[config.mk]
export PLATFORM = sky130hd
export DESIGN_NAME = boost_time_limiter
export DESIGN_NICKNAME = d
export VERILOG_FILES = /design/src/sv/btl_pkg.sv /design/src/sv/boost_time_limiter.sv /design/src/sv/btl_core.sv /design/src/sv/btl_res_fifo.sv
export SDC_FILE = /design/constraint.sdc
export NUM_CORES = 1
export LEC_CHECK = 0
export BUFFER_PORTS_ARGS = -buffer_cell sky130_fd_sc_hd__buf_2
export CORE_MARGIN = 1.5
export CORE_UTILIZATION = 50
export DETAILED_ROUTE_END_ITERATION = 12
export PLACE_DENSITY = 0.65
export SKIP_CTS_REPAIR_TIMING = 1
export SYNTH_ARGS = -nofsm -noshare
export SYNTH_HDL_FRONTEND = slang
export SYNTH_SLANG_ARGS = --single-unit
[constraint.sdc]
create_clock -name clk_i -period 5.86 [get_ports clk_i]
set_clock_uncertainty 0.1 [all_clocks]
set_input_delay 1.172 -clock clk_i [delete_from_list [all_inputs] [get_ports clk_i]]
set_output_delay 1.172 -clock clk_i [all_outputs]
set_load 0.05 [all_outputs]
[src/sv/btl_pkg.sv]
// ----------------------------------------------------------------------------
// Boost time limiter package
// Widths, codes, reset values and shared types of the boost time limiter.
// ----------------------------------------------------------------------------
package btl_pkg;

  localparam int unsigned FREQ_W        = 22;
  localparam int unsigned LIM_W         = 16;
  localparam int unsigned CFG_IDX_W     = 2;
  localparam int unsigned IN_DATA_W     = 24;
  localparam int unsigned OUT_DATA_W    = 24;
  localparam int unsigned TIME_BITS_DEF = 16;
  localparam int unsigned RES_DEPTH     = 4;

  localparam logic [LIM_W-1:0] BOOST_LIMIT_RST = 16'd1000;
  localparam logic [LIM_W-1:0] REST_HOLD_RST   = 16'd100;

  localparam logic OP_REQUEST = 1'b0;
  localparam logic OP_TICK    = 1'b1;

  localparam logic [CFG_IDX_W-1:0] REG_BOOST_FREQ  = 2'd0;
  localparam logic [CFG_IDX_W-1:0] REG_BOOST_LIMIT = 2'd1;
  localparam logic [CFG_IDX_W-1:0] REG_REST_FREQ   = 2'd2;
  localparam logic [CFG_IDX_W-1:0] REG_REST_HOLD   = 2'd3;

  typedef enum logic [1:0] {
    CAUSE_REQUEST = 2'd0,
    CAUSE_CLAMP   = 2'd1,
    CAUSE_REST    = 2'd2,
    CAUSE_RESTORE = 2'd3
  } cause_e;

  typedef struct packed {
    logic [FREQ_W-1:0] applied_khz;
    logic              raise_voltage_first;
    logic              lower_voltage_after;
    cause_e            cause;
    logic              last;
  } result_t;

  typedef struct packed {
    logic [1:0] count;
    result_t    r1;
    result_t    r0;
  } step_t;

endpackage

[src/sv/boost_time_limiter.sv]
// ----------------------------------------------------------------------------
// Boost time limiter
// Limits time spent at boost frequency by forcing a rest frequency period.
//
// Channel  Dir  Handshake                   Payload
// s_axis   in   s_axis_tvalid/tready        tdata requested_khz, tuser operation
// m_axis   out  m_axis_tvalid/tready        tdata applied_khz and voltage order,
//                                           tuser cause, tlast last
// cfg      in   cfg_valid_i/cfg_ready_o     cfg_index_i, cfg_data_i
//
// One request is accepted per cycle while s_axis_tready is high; it is
// registered, then processed combinationally into a four-entry result queue
// that offers it. A tick may give two results, written to the queue together.
// Input is taken while the input register is empty or the queue has room for
// two results; output stalls back up into the input register. Reset clears the
// control state and loads the register defaults; the configuration port is always ready.
// ----------------------------------------------------------------------------
module boost_time_limiter #(
  parameter int unsigned TIME_BITS = btl_pkg::TIME_BITS_DEF
) (
  input  logic                               clk_i,
  input  logic                               rst_ni,
  input  logic                               s_axis_tvalid,
  output logic                               s_axis_tready,
  // [21:0] requested_khz, [23:22] zero
  input  logic [btl_pkg::IN_DATA_W-1:0]      s_axis_tdata,
  // [0] operation
  input  logic [0:0]                         s_axis_tuser,
  output logic                               m_axis_tvalid,
  input  logic                               m_axis_tready,
  // [21:0] applied_khz, [22] raise_voltage_first, [23] lower_voltage_after
  output logic [btl_pkg::OUT_DATA_W-1:0]     m_axis_tdata,
  // [1:0] cause
  output logic [1:0]                         m_axis_tuser,
  output logic                               m_axis_tlast,
  input  logic                               cfg_valid_i,
  output logic                               cfg_ready_o,
  input  logic [btl_pkg::CFG_IDX_W-1:0]      cfg_index_i,
  input  logic [btl_pkg::FREQ_W-1:0]         cfg_data_i
);

  logic                       in_valid_q, in_valid_d;
  logic                       in_op_q;
  logic [btl_pkg::FREQ_W-1:0] in_khz_q;
  logic                       go, space;
  btl_pkg::step_t             step;
  btl_pkg::result_t           res;

  assign cfg_ready_o   = 1'b1;
  assign go            = in_valid_q && space;
  assign s_axis_tready = !in_valid_q || space;
  assign in_valid_d    = s_axis_tvalid ? 1'b1 : (in_valid_q && !space);

  always_ff @(posedge clk_i or negedge rst_ni) begin
    if (!rst_ni) begin
      in_valid_q <= 1'b0;
    end else if (s_axis_tready) begin
      in_valid_q <= in_valid_d;
    end
  end

  always_ff @(posedge clk_i) begin
    if (s_axis_tvalid && s_axis_tready) begin
      in_op_q  <= s_axis_tuser[0];
      in_khz_q <= s_axis_tdata[btl_pkg::FREQ_W-1:0];
    end
  end

  btl_core #(
    .TIME_BITS (TIME_BITS)
  ) u_core (
    .clk_i       (clk_i),
    .rst_ni      (rst_ni),
    .cfg_we_i    (cfg_valid_i && cfg_ready_o),
    .cfg_index_i (cfg_index_i),
    .cfg_data_i  (cfg_data_i),
    .go_i        (go),
    .op_i        (in_op_q),
    .khz_i       (in_khz_q),
    .step_o      (step)
  );

  btl_res_fifo u_res_fifo (
    .clk_i   (clk_i),
    .rst_ni  (rst_ni),
    .step_i  (step),
    .space_o (space),
    .valid_o (m_axis_tvalid),
    .ready_i (m_axis_tready),
    .res_o   (res)
  );

  assign m_axis_tdata = {res.lower_voltage_after, res.raise_voltage_first, res.applied_khz};
  assign m_axis_tuser = res.cause;
  assign m_axis_tlast = res.last;

endmodule

[src/sv/btl_core.sv]
// ----------------------------------------------------------------------------
// Boost time limiter core
// Configuration, limiter state and the per-item update that yields results.
// ----------------------------------------------------------------------------
module btl_core #(
  parameter int unsigned TIME_BITS = btl_pkg::TIME_BITS_DEF
) (
  input  logic                           clk_i,
  input  logic                           rst_ni,
  input  logic                           cfg_we_i,
  input  logic [btl_pkg::CFG_IDX_W-1:0]  cfg_index_i,
  input  logic [btl_pkg::FREQ_W-1:0]     cfg_data_i,
  input  logic                           go_i,
  input  logic                           op_i,
  input  logic [btl_pkg::FREQ_W-1:0]     khz_i,
  output btl_pkg::step_t                 step_o
);

  localparam int unsigned FW = btl_pkg::FREQ_W;
  localparam int unsigned LW = btl_pkg::LIM_W;
  localparam int unsigned CW = (TIME_BITS > LW) ? TIME_BITS : LW;
  localparam logic [TIME_BITS-1:0] TIME_MAX = {TIME_BITS{1'b1}};
  localparam logic [TIME_BITS-1:0] TIME_ONE = TIME_BITS'(1);

  logic [FW-1:0]        boost_freq_q, rest_freq_q;
  logic [LW-1:0]        boost_limit_q, rest_hold_q;

  logic [FW-1:0]        applied_q, applied_d;
  logic [FW-1:0]        target_q, target_d;
  logic                 monitor_q, monitor_d;
  logic                 bt_active_q, bt_active_d;
  logic [TIME_BITS-1:0] bt_count_q, bt_count_d;
  logic                 resting_q, resting_d;
  logic [TIME_BITS-1:0] elapsed_q, elapsed_d;
  logic                 rt_active_q, rt_active_d;
  logic [TIME_BITS-1:0] rt_count_q, rt_count_d;

  logic [CW-1:0]        limit_ext, hold_ext;
  logic [TIME_BITS-1:0] limit_t, hold_t;
  logic                 boost_fire, restore_fire, has_a, has_b;
  logic [FW-1:0]        cur;
  btl_pkg::result_t     res_a, res_b;

  function automatic btl_pkg::result_t make_res(logic [FW-1:0] f, logic [FW-1:0] prev,
                                               btl_pkg::cause_e cause, logic last);
    btl_pkg::result_t r;
    r.applied_khz         = f;
    r.raise_voltage_first = (f > prev);
    r.lower_voltage_after = (f < prev);
    r.cause               = cause;
    r.last                = last;
    return r;
  endfunction

  assign limit_ext = CW'(boost_limit_q);
  assign hold_ext  = CW'(rest_hold_q);
  assign limit_t   = limit_ext[TIME_BITS-1:0];
  assign hold_t    = hold_ext[TIME_BITS-1:0];

  always_ff @(posedge clk_i or negedge rst_ni) begin
    if (!rst_ni) begin
      boost_freq_q  <= '0;
      boost_limit_q <= btl_pkg::BOOST_LIMIT_RST;
      rest_freq_q   <= '0;
      rest_hold_q   <= btl_pkg::REST_HOLD_RST;
    end else if (cfg_we_i) begin
      unique case (cfg_index_i)
        btl_pkg::REG_BOOST_FREQ:  boost_freq_q  <= cfg_data_i;
        btl_pkg::REG_BOOST_LIMIT: boost_limit_q <= cfg_data_i[LW-1:0];
        btl_pkg::REG_REST_FREQ:   rest_freq_q   <= cfg_data_i;
        btl_pkg::REG_REST_HOLD:   rest_hold_q   <= cfg_data_i[LW-1:0];
        default: ;
      endcase
    end
  end

  always_comb begin
    applied_d    = applied_q;
    target_d     = target_q;
    monitor_d    = monitor_q;
    bt_active_d  = bt_active_q;
    bt_count_d   = bt_count_q;
    resting_d    = resting_q;
    elapsed_d    = elapsed_q;
    rt_active_d  = rt_active_q;
    rt_count_d   = rt_count_q;
    boost_fire   = 1'b0;
    restore_fire = 1'b0;
    has_a        = 1'b0;
    has_b        = 1'b0;
    cur          = applied_q;
    res_a        = '0;
    res_b        = '0;
    step_o       = '0;
    if (go_i) begin
      if (op_i == btl_pkg::OP_REQUEST) begin
        if (khz_i != '0 && khz_i != applied_q) begin
          target_d = khz_i;
          if (resting_q && khz_i > rest_freq_q && hold_ext > CW'(elapsed_q)) begin
            step_o.r0    = make_res(rest_freq_q, applied_q, btl_pkg::CAUSE_CLAMP, 1'b1);
            step_o.count = 2'd1;
            applied_d    = rest_freq_q;
          end else begin
            if (resting_q && khz_i > rest_freq_q) begin
              resting_d = 1'b0;
              elapsed_d = '0;
            end
            if (boost_freq_q != '0 && monitor_q && khz_i < boost_freq_q) begin
              monitor_d   = 1'b0;
              bt_active_d = 1'b0;
            end
            if (boost_freq_q != '0 && !monitor_d && khz_i >= boost_freq_q) begin
              monitor_d   = 1'b1;
              bt_active_d = 1'b1;
              bt_count_d  = limit_t;
            end
            step_o.r0    = make_res(khz_i, applied_q, btl_pkg::CAUSE_REQUEST, 1'b1);
            step_o.count = 2'd1;
            applied_d    = khz_i;
          end
        end
      end else begin
        if (resting_q && elapsed_q != TIME_MAX) begin
          elapsed_d = elapsed_q + TIME_ONE;
        end
        if (bt_active_q) begin
          if (bt_count_q != '0) begin
            bt_count_d = bt_count_q - TIME_ONE;
          end
          boost_fire = (bt_count_d == '0);
        end
        if (rt_active_q) begin
          if (rt_count_q != '0) begin
            rt_count_d = rt_count_q - TIME_ONE;
          end
          restore_fire = (rt_count_d == '0);
        end
        if (restore_fire) begin
          rt_active_d = 1'b0;
          resting_d   = 1'b0;
          elapsed_d   = '0;
          if (target_q > rest_freq_q && boost_freq_q != '0) begin
            bt_active_d = 1'b1;
            bt_count_d  = limit_t;
          end
          if (target_q != '0) begin
            res_a = make_res(target_q, cur, btl_pkg::CAUSE_RESTORE, 1'b0);
            cur   = target_q;
            has_a = 1'b1;
          end
        end
        if (boost_fire) begin
          bt_active_d = 1'b0;
          resting_d   = 1'b1;
          elapsed_d   = '0;
          rt_active_d = 1'b1;
          rt_count_d  = hold_t;
          if (rest_freq_q != '0) begin
            res_b = make_res(rest_freq_q, cur, btl_pkg::CAUSE_REST, 1'b0);
            cur   = rest_freq_q;
            has_b = 1'b1;
          end
        end
        applied_d = cur;
        if (has_a) begin
          step_o.r0 = res_a;
          step_o.r1 = res_b;
          if (has_b) begin
            step_o.count   = 2'd2;
            step_o.r1.last = 1'b1;
          end else begin
            step_o.count   = 2'd1;
            step_o.r0.last = 1'b1;
          end
        end else if (has_b) begin
          step_o.r0      = res_b;
          step_o.r0.last = 1'b1;
          step_o.count   = 2'd1;
        end
      end
    end
  end

  always_ff @(posedge clk_i or negedge rst_ni) begin
    if (!rst_ni) begin
      applied_q   <= '0;
      target_q    <= '0;
      monitor_q   <= 1'b0;
      bt_active_q <= 1'b0;
      bt_count_q  <= '0;
      resting_q   <= 1'b0;
      elapsed_q   <= '0;
      rt_active_q <= 1'b0;
      rt_count_q  <= '0;
    end else begin
      applied_q   <= applied_d;
      target_q    <= target_d;
      monitor_q   <= monitor_d;
      bt_active_q <= bt_active_d;
      bt_count_q  <= bt_count_d;
      resting_q   <= resting_d;
      elapsed_q   <= elapsed_d;
      rt_active_q <= rt_active_d;
      rt_count_q  <= rt_count_d;
    end
  end

endmodule

[src/sv/btl_res_fifo.sv]
// ----------------------------------------------------------------------------
// Boost time limiter result queue
// Small queue that takes up to two results per cycle and hands out one while ready_i is high.
// ----------------------------------------------------------------------------
module btl_res_fifo (
  input  logic             clk_i,
  input  logic             rst_ni,
  input  btl_pkg::step_t   step_i,
  output logic             space_o,
  output logic             valid_o,
  input  logic             ready_i,
  output btl_pkg::result_t res_o
);

  localparam int unsigned DEPTH = btl_pkg::RES_DEPTH;
  localparam int unsigned PW    = $clog2(DEPTH);
  localparam int unsigned CNTW  = $clog2(DEPTH + 1);

  btl_pkg::result_t mem_q [DEPTH];
  logic [PW-1:0]    wr_ptr_q, wr_ptr_d, rd_ptr_q, rd_ptr_d;
  logic [CNTW-1:0]  count_q, count_d;
  logic             pop;

  assign pop      = valid_o && ready_i;
  assign valid_o  = (count_q != '0);
  assign space_o  = (count_q <= CNTW'(DEPTH - 2));
  assign res_o    = mem_q[rd_ptr_q];
  assign wr_ptr_d = wr_ptr_q + PW'(step_i.count);
  assign rd_ptr_d = rd_ptr_q + PW'(pop);
  assign count_d  = count_q + CNTW'(step_i.count) - CNTW'(pop);

  always_ff @(posedge clk_i) begin
    if (step_i.count != 2'd0) begin
      mem_q[wr_ptr_q] <= step_i.r0;
    end
    if (step_i.count == 2'd2) begin
      mem_q[wr_ptr_q + PW'(1)] <= step_i.r1;
    end
  end

  always_ff @(posedge clk_i or negedge rst_ni) begin
    if (!rst_ni) begin
      wr_ptr_q <= '0;
      rd_ptr_q <= '0;
      count_q  <= '0;
    end else begin
      wr_ptr_q <= wr_ptr_d;
      rd_ptr_q <= rd_ptr_d;
      count_q  <= count_d;
    end
  end

endmodule

* Word level (Yosys, flattened, before mapping) *
Memories as Yosys holds them, arrays and structs flattened.
Index checks and enable logic that the tools add are counted.

word-level totals
  flip-flop bits (word level) = 203
  bits in latches = 0
  bits in writable memories = 108
  memory bits (read-only) = 0
  input bits = 54
  word-level logic and storage cells = 192
  memories = 1

operators by class
  add/subtract/negate cells = 8
  multipliers = 0
  div/mod/pow operators = 0
  order comparisons = 14
  equal/unequal tests = 10
  shifts and indexed selects = 0
  mux-type cells = 91
  bitwise logic cells = 2
  reductions and logical operators = 47

memories
  name              depth  width  read ports  clocked after memory_dff  write ports  RTL line            RTL
  u_res_fifo.mem_q  4      27     1           0                         2            btl_res_fifo.sv:19  btl_pkg::result_t mem_q [DEPTH];

operator list
  kind                     number
  $mux W16                 24
  $mux W27                 11
  $mux W22                 9
  $gt A22 B22 Y1           6
  $lt A22 B22 Y1           5
  $reduce_bool A22 Y1      4
  $mux W56                 1
  $mux W1                  43
  $logic_not A16 Y1        2
  $reduce_bool A16 Y1      2
  $sub A16 B1 Y16 const B  2
  $ge A22 B22 Y1           1
  $ne A22 B22 Y1           1
  $add A16 B1 Y16 const B  1
  $gt A16 B16 Y1           1
  $ne A16 B16 Y1 const B   1
  $logic_and A1 B1 Y1      13
  $reduce_bool A2 Y1       6
  $reduce_and A2 Y1        5
  $reduce_and A5 Y1        2
  $reduce_and A3 Y1        3
  $reduce_and A4 Y1        2
  $eq A2 B2 Y1 const B     3
  $mux W2                  3
  other kinds (16)         21

* Longest topological paths before layout *
  depth in word-level cells = 22
  gate-level depth with buffers = 20
  depth with buffers taken out = 17

* Cells and area by module *
From an unflattened synthesis, not the netlist that was laid out.

unflattened totals
  cell total of the unflattened synthesis = 1,931
  area, all modules = 20,339.5 um^2

modules (own cells, without submodules)
  module              times used  cells each  area each (um^2)
  btl_core            1           1,598       13,938.4
  btl_res_fifo        1           303         5,639.2
  boost_time_limiter  1           30          762.0

* Worst setup path before layout *
No wires, ideal clock.

  path kind = flip-flop to flip-flop
  from = register u_core.rt_count_q[0]
  to = memory u_res_fifo.mem_q[2][4] (netlist name), data pin
  setup time = 0.272 ns
  data arrival time = 4.713 ns
  slack = 0.774 ns
  stages on the path, launching flop included = 19
  clock period less this slack = 5.086 ns
  cell sequence = dfrtp_1 inv_1 ha_1 or4b_1 a2111oi_0 a311o_1 o211a_1 nand4_1 buf_2 mux2i_1 ha_1 a211o_1 o211ai_1 a21oi_1 a2111oi_0 a22oi_1 and4_1 a211oi_1 o22ai_1

RTL lines
  what                    RTL line            RTL
  from (decl)             btl_core.sv:36      logic [TIME_BITS-1:0] rt_count_q, rt_count_d;
  from (signal assigned)  btl_core.sv:204     rt_count_q <= rt_count_d;
  to (decl)               btl_res_fifo.sv:19

==> results.py <==
metrics = {
    "status": {
        "status": "completed",
    },
    "worst_setup_path": {
        "path_class": "flop to flop",
        "cp_data_arrival_time_ns": 5.54,
        "startpoint_type": "flop",
        "crit_path_end_kind": "flop",
        "cp.required_ns": 6.04,
        "ff2ff_setup_slack_ns": 0.49,
        "path_max_fanout": 25,
    },
    "yosys": {
        "ys_top_cells_by_count": "180 x ha_1, 171 x dfrtp_1, 167 x nand2_1",
        "synth_cell_types": 84,
        "synth_area_um2": 20000,
        "yosys.area_share.simple": 0.1419,
        "yosys.area_share.adder": 0.1136,
        "yosys_warnings": 0,
        "synthMuxAreaShare": 0.09516,
        "syn_area_per_cell_um2": 10.39,
        "synthTopCellsByArea": "dfrtp_1 21%, edfxtp_1 19%, ha_1 11%",
        "synth_edf_count": 127,
        "ys_ff_latch": 311,
        "synth_compound_area_frac": 0.1779,
        "synth_top_flop_cell": "dfrtp_1",
        "synth_xor_xnor_area_share": 0.005256,
        "synth_top_family_by_area": "compound AO/OA/AOI/OAI gates",
        "synth_cells": 1924,
        "synth_top_area_frac": 0.2140,
        "synth_area_leader_cell": "dfrtp_1",
        "seq_area_frac_synth": 0.4205,
        "yosysMostFrequentCell": "ha_1",
        "synthArstFlopShare": 0.5788,
        "synth_fp_nets": 2159,
    },
    "sta": {
        "slew_violations": 0,
        "worstMarginPinSlew_ns": 1.116,
        "max_freq_ghz": 0.1863,
        "finalSetupTns_ns": 0,
        "rsz0062_at_grt": "no",
        "finalCritPeriodShare": 0.9160,
        "slew_headroom": 0.2550,
        "setup_violations": 0,
        "period_minus_slack_ns": 5.368,
        "hold_viol": 0,
    },
    "clocking": {
        "cts_tree": "done",
        "cts.clk_slew.worst_paths_ns": 0.06,
        "clock_latency_ns": 0.56,
        "cts_max_level": 2,
        "cts_buffers": 37,
        "ctsLongestPathBuffers": 3,
        "root_buffer": "clkbuf_16",
        "cts.sinks": 311,
    },
    "die": {
        "die_w_um": 203.0,
        "row_count": 73,
        "io_pins": 84,
        "core-area_um2": 39640,
        "die-height_um": 203.0,
        "fp.dieArea_um2": 41200,
        "initial_utilization": 0.5045,
    },
    "routing": {
        "drc_errors": 0,
        "first_iter_violations": 1063,
        "viasPerCell": 6.367,
        "antenna_left": 0,
        "met1_length_mm": 25.52,
        "wl_met2_mm": 27.10,
        "wl_mm": 58.72,
        "vias": 16120,
        "top_layer": "met4",
        "wl_met3_mm": 4.419,
        "firstDrtPassIters": 5,
        "post_drt_wl_per_cell_um": 23.19,
    },
    "placement": {
        "place_congestion": 0.9126,
        "dpl.hpwl_mm": 43.37,
        "port_buffers": 80,
    },
    "global_route": {
        "grt_pass1_wl_mm": 90.31,
        "grt_pass1_vias": 15740,
        "grt-ovfl-total": 0,
        "grt_usage": 0.2851,
        "grt_max_degree": 75,
        "antenna_found_initial": 0,
    },
    "pwr": {
        "vdd_drop_max_uv": 348.8,
        "p_per_area_nw_per_um2": 444.4,
        "leakage_uw": 0.009675,
    },
    "finish": {
        "nets": 2213,
        "final_util": 0.5592,
        "fillCellCount": 3492,
        "final_layout_size_suffix_gt1_frac": 0.1505,
        "areaGrowthSynthToFinish_pct": 10.85,
        "n_antenna_cell": 0,
    },
    "job": {
        "max_cap_violations": 0,
    },
    "hold_path": {
        "hold_class": "flop to flop",
    },
}
==> area by class of cell <==
class	count	area (µm²)	area share
flip-flops and latches	311	8411	0.3794
well taps	525	656.9	0.02963
repair buffers	119	726.9	0.03279
inverters	121	456.7	0.02060
clock buffers	54	1062	0.04792
multi-input cells	1388	10710	0.4832
clock inverters	14	142.6	0.006435
==> per-layer routing <==
metal  up-vias  global-route usage
li1       7458                   -
met1      7941              0.3957
met2       615              0.4594
met3       106             0.04318
met4         0             0.09074
met5         -                   0
==> cells in the final DEF, fill, tap and decap left out, types with 14 or more instances in the layout <==
master     count
a22oi_1       15
a221o_1       22
clkbuf_16     39
dfrtp_1      170
o211ai_1      15
and3_1        21
mux4_2        27
mux2_2        59
o22ai_1       24
mux2i_1       63
nor3_1        32
o21ai_0       88
nand3_1       39
or3_1         14
nand4_1       55
a21oi_1       88
buf_4         37
nor2b_1       14
edfxtp_1     127
a2bb2oi_1     26
inv_1        120
o2bb2ai_1     26
buf_2         79
a21o_1        18
nor4_1        33
and2_1        15
nand2_1      167
nor2_1        94
a22o_1        84
ha_1         180
==> path summary, 6_finish.rpt <==
path                                              from                     end  cells past startpoint
worst max-delay path              u_core.rt_count_q[2]  u_res_fifo.mem_q[2][4]                     17
worst min-delay path            u_res_fifo.rd_ptr_q[1]  u_res_fifo.rd_ptr_q[1]                      1
worst max register to register    u_core.rt_count_q[2]  u_res_fifo.mem_q[2][4]                     17
worst min register to register  u_res_fifo.rd_ptr_q[1]  u_res_fifo.rd_ptr_q[1]                      1
max in group asynchronous                       rst_ni    u_core.elapsed_q[15]                      2
min in group asynchronous                       rst_ni    u_core.applied_q[17]                      1
==> cell families (layout without fill, tap and decap cells) <==
kind of cell,after synthesis,in the layout
and+or+nand+nor,551,551
AOI/OAI and AO/OA,494,494
DFF,311,311
buffers and inverters,225,308
adders and majority gates,181,181
muxes,149,149
xor gates and xnor gates,12,12
other,1,1
==> state kept, by name (all words and copies together), names as in the netlist, 3 cells and up <==
register / flops
in_khz_q: 22
u_core.applied_q: 22
u_core.boost_freq_q: 22
u_core.boost_limit_q: 16
u_core.bt_count_q: 16
u_core.elapsed_q: 16
u_core.hold_ext: 16
u_core.rest_freq_q: 22
u_core.rt_count_q: 16
u_core.target_q: 22
u_res_fifo.count_q: 3
u_res_fifo.mem_q: 108
==> worst max-delay path, cell delays in order, from the launching register on <==
cell and delay (ns):
dfrtp_1 0.47, or3_1 0.49, nor4b_1 0.58, mux2i_1 0.53, a21oi_1 0.12, nand4_1 0.16
buf_12 0.22, mux2i_1 0.26, ha_1 0.27, a211o_1 0.26, o211ai_1 0.08, a21oi_1 0.09
a2111oi_0 0.38, buf_4 0.19, a22oi_1 0.11, and4_1 0.24, a211oi_2 0.36, o22ai_1 0.15
==> metrics by stage <==
step                instance area (µm²)  setup slack (ns)  std cells  total power (µW)  hold slack [ns]
detailed placement                20960            0.4274       2464              7536           0.3618
global placement                  20960            0.4900       2464              7391           0.3505
finish                            22170            0.4924       2532              9851           0.3616
CTS                               22160            0.4075       2532              9862           0.3719
floorplan                         20000            0.7743       1924              6285           0.3383
global route                      22170            0.1391       2532             10470           0.4067
==> where the power goes <==
part           switching, µW  internal [µW]  leakage, µW
Clock                    944           1360     0.000584
Sequential               725           2770      0.00347
Combinational           2460           1590      0.00562
(Power assumes the default switching activity.)
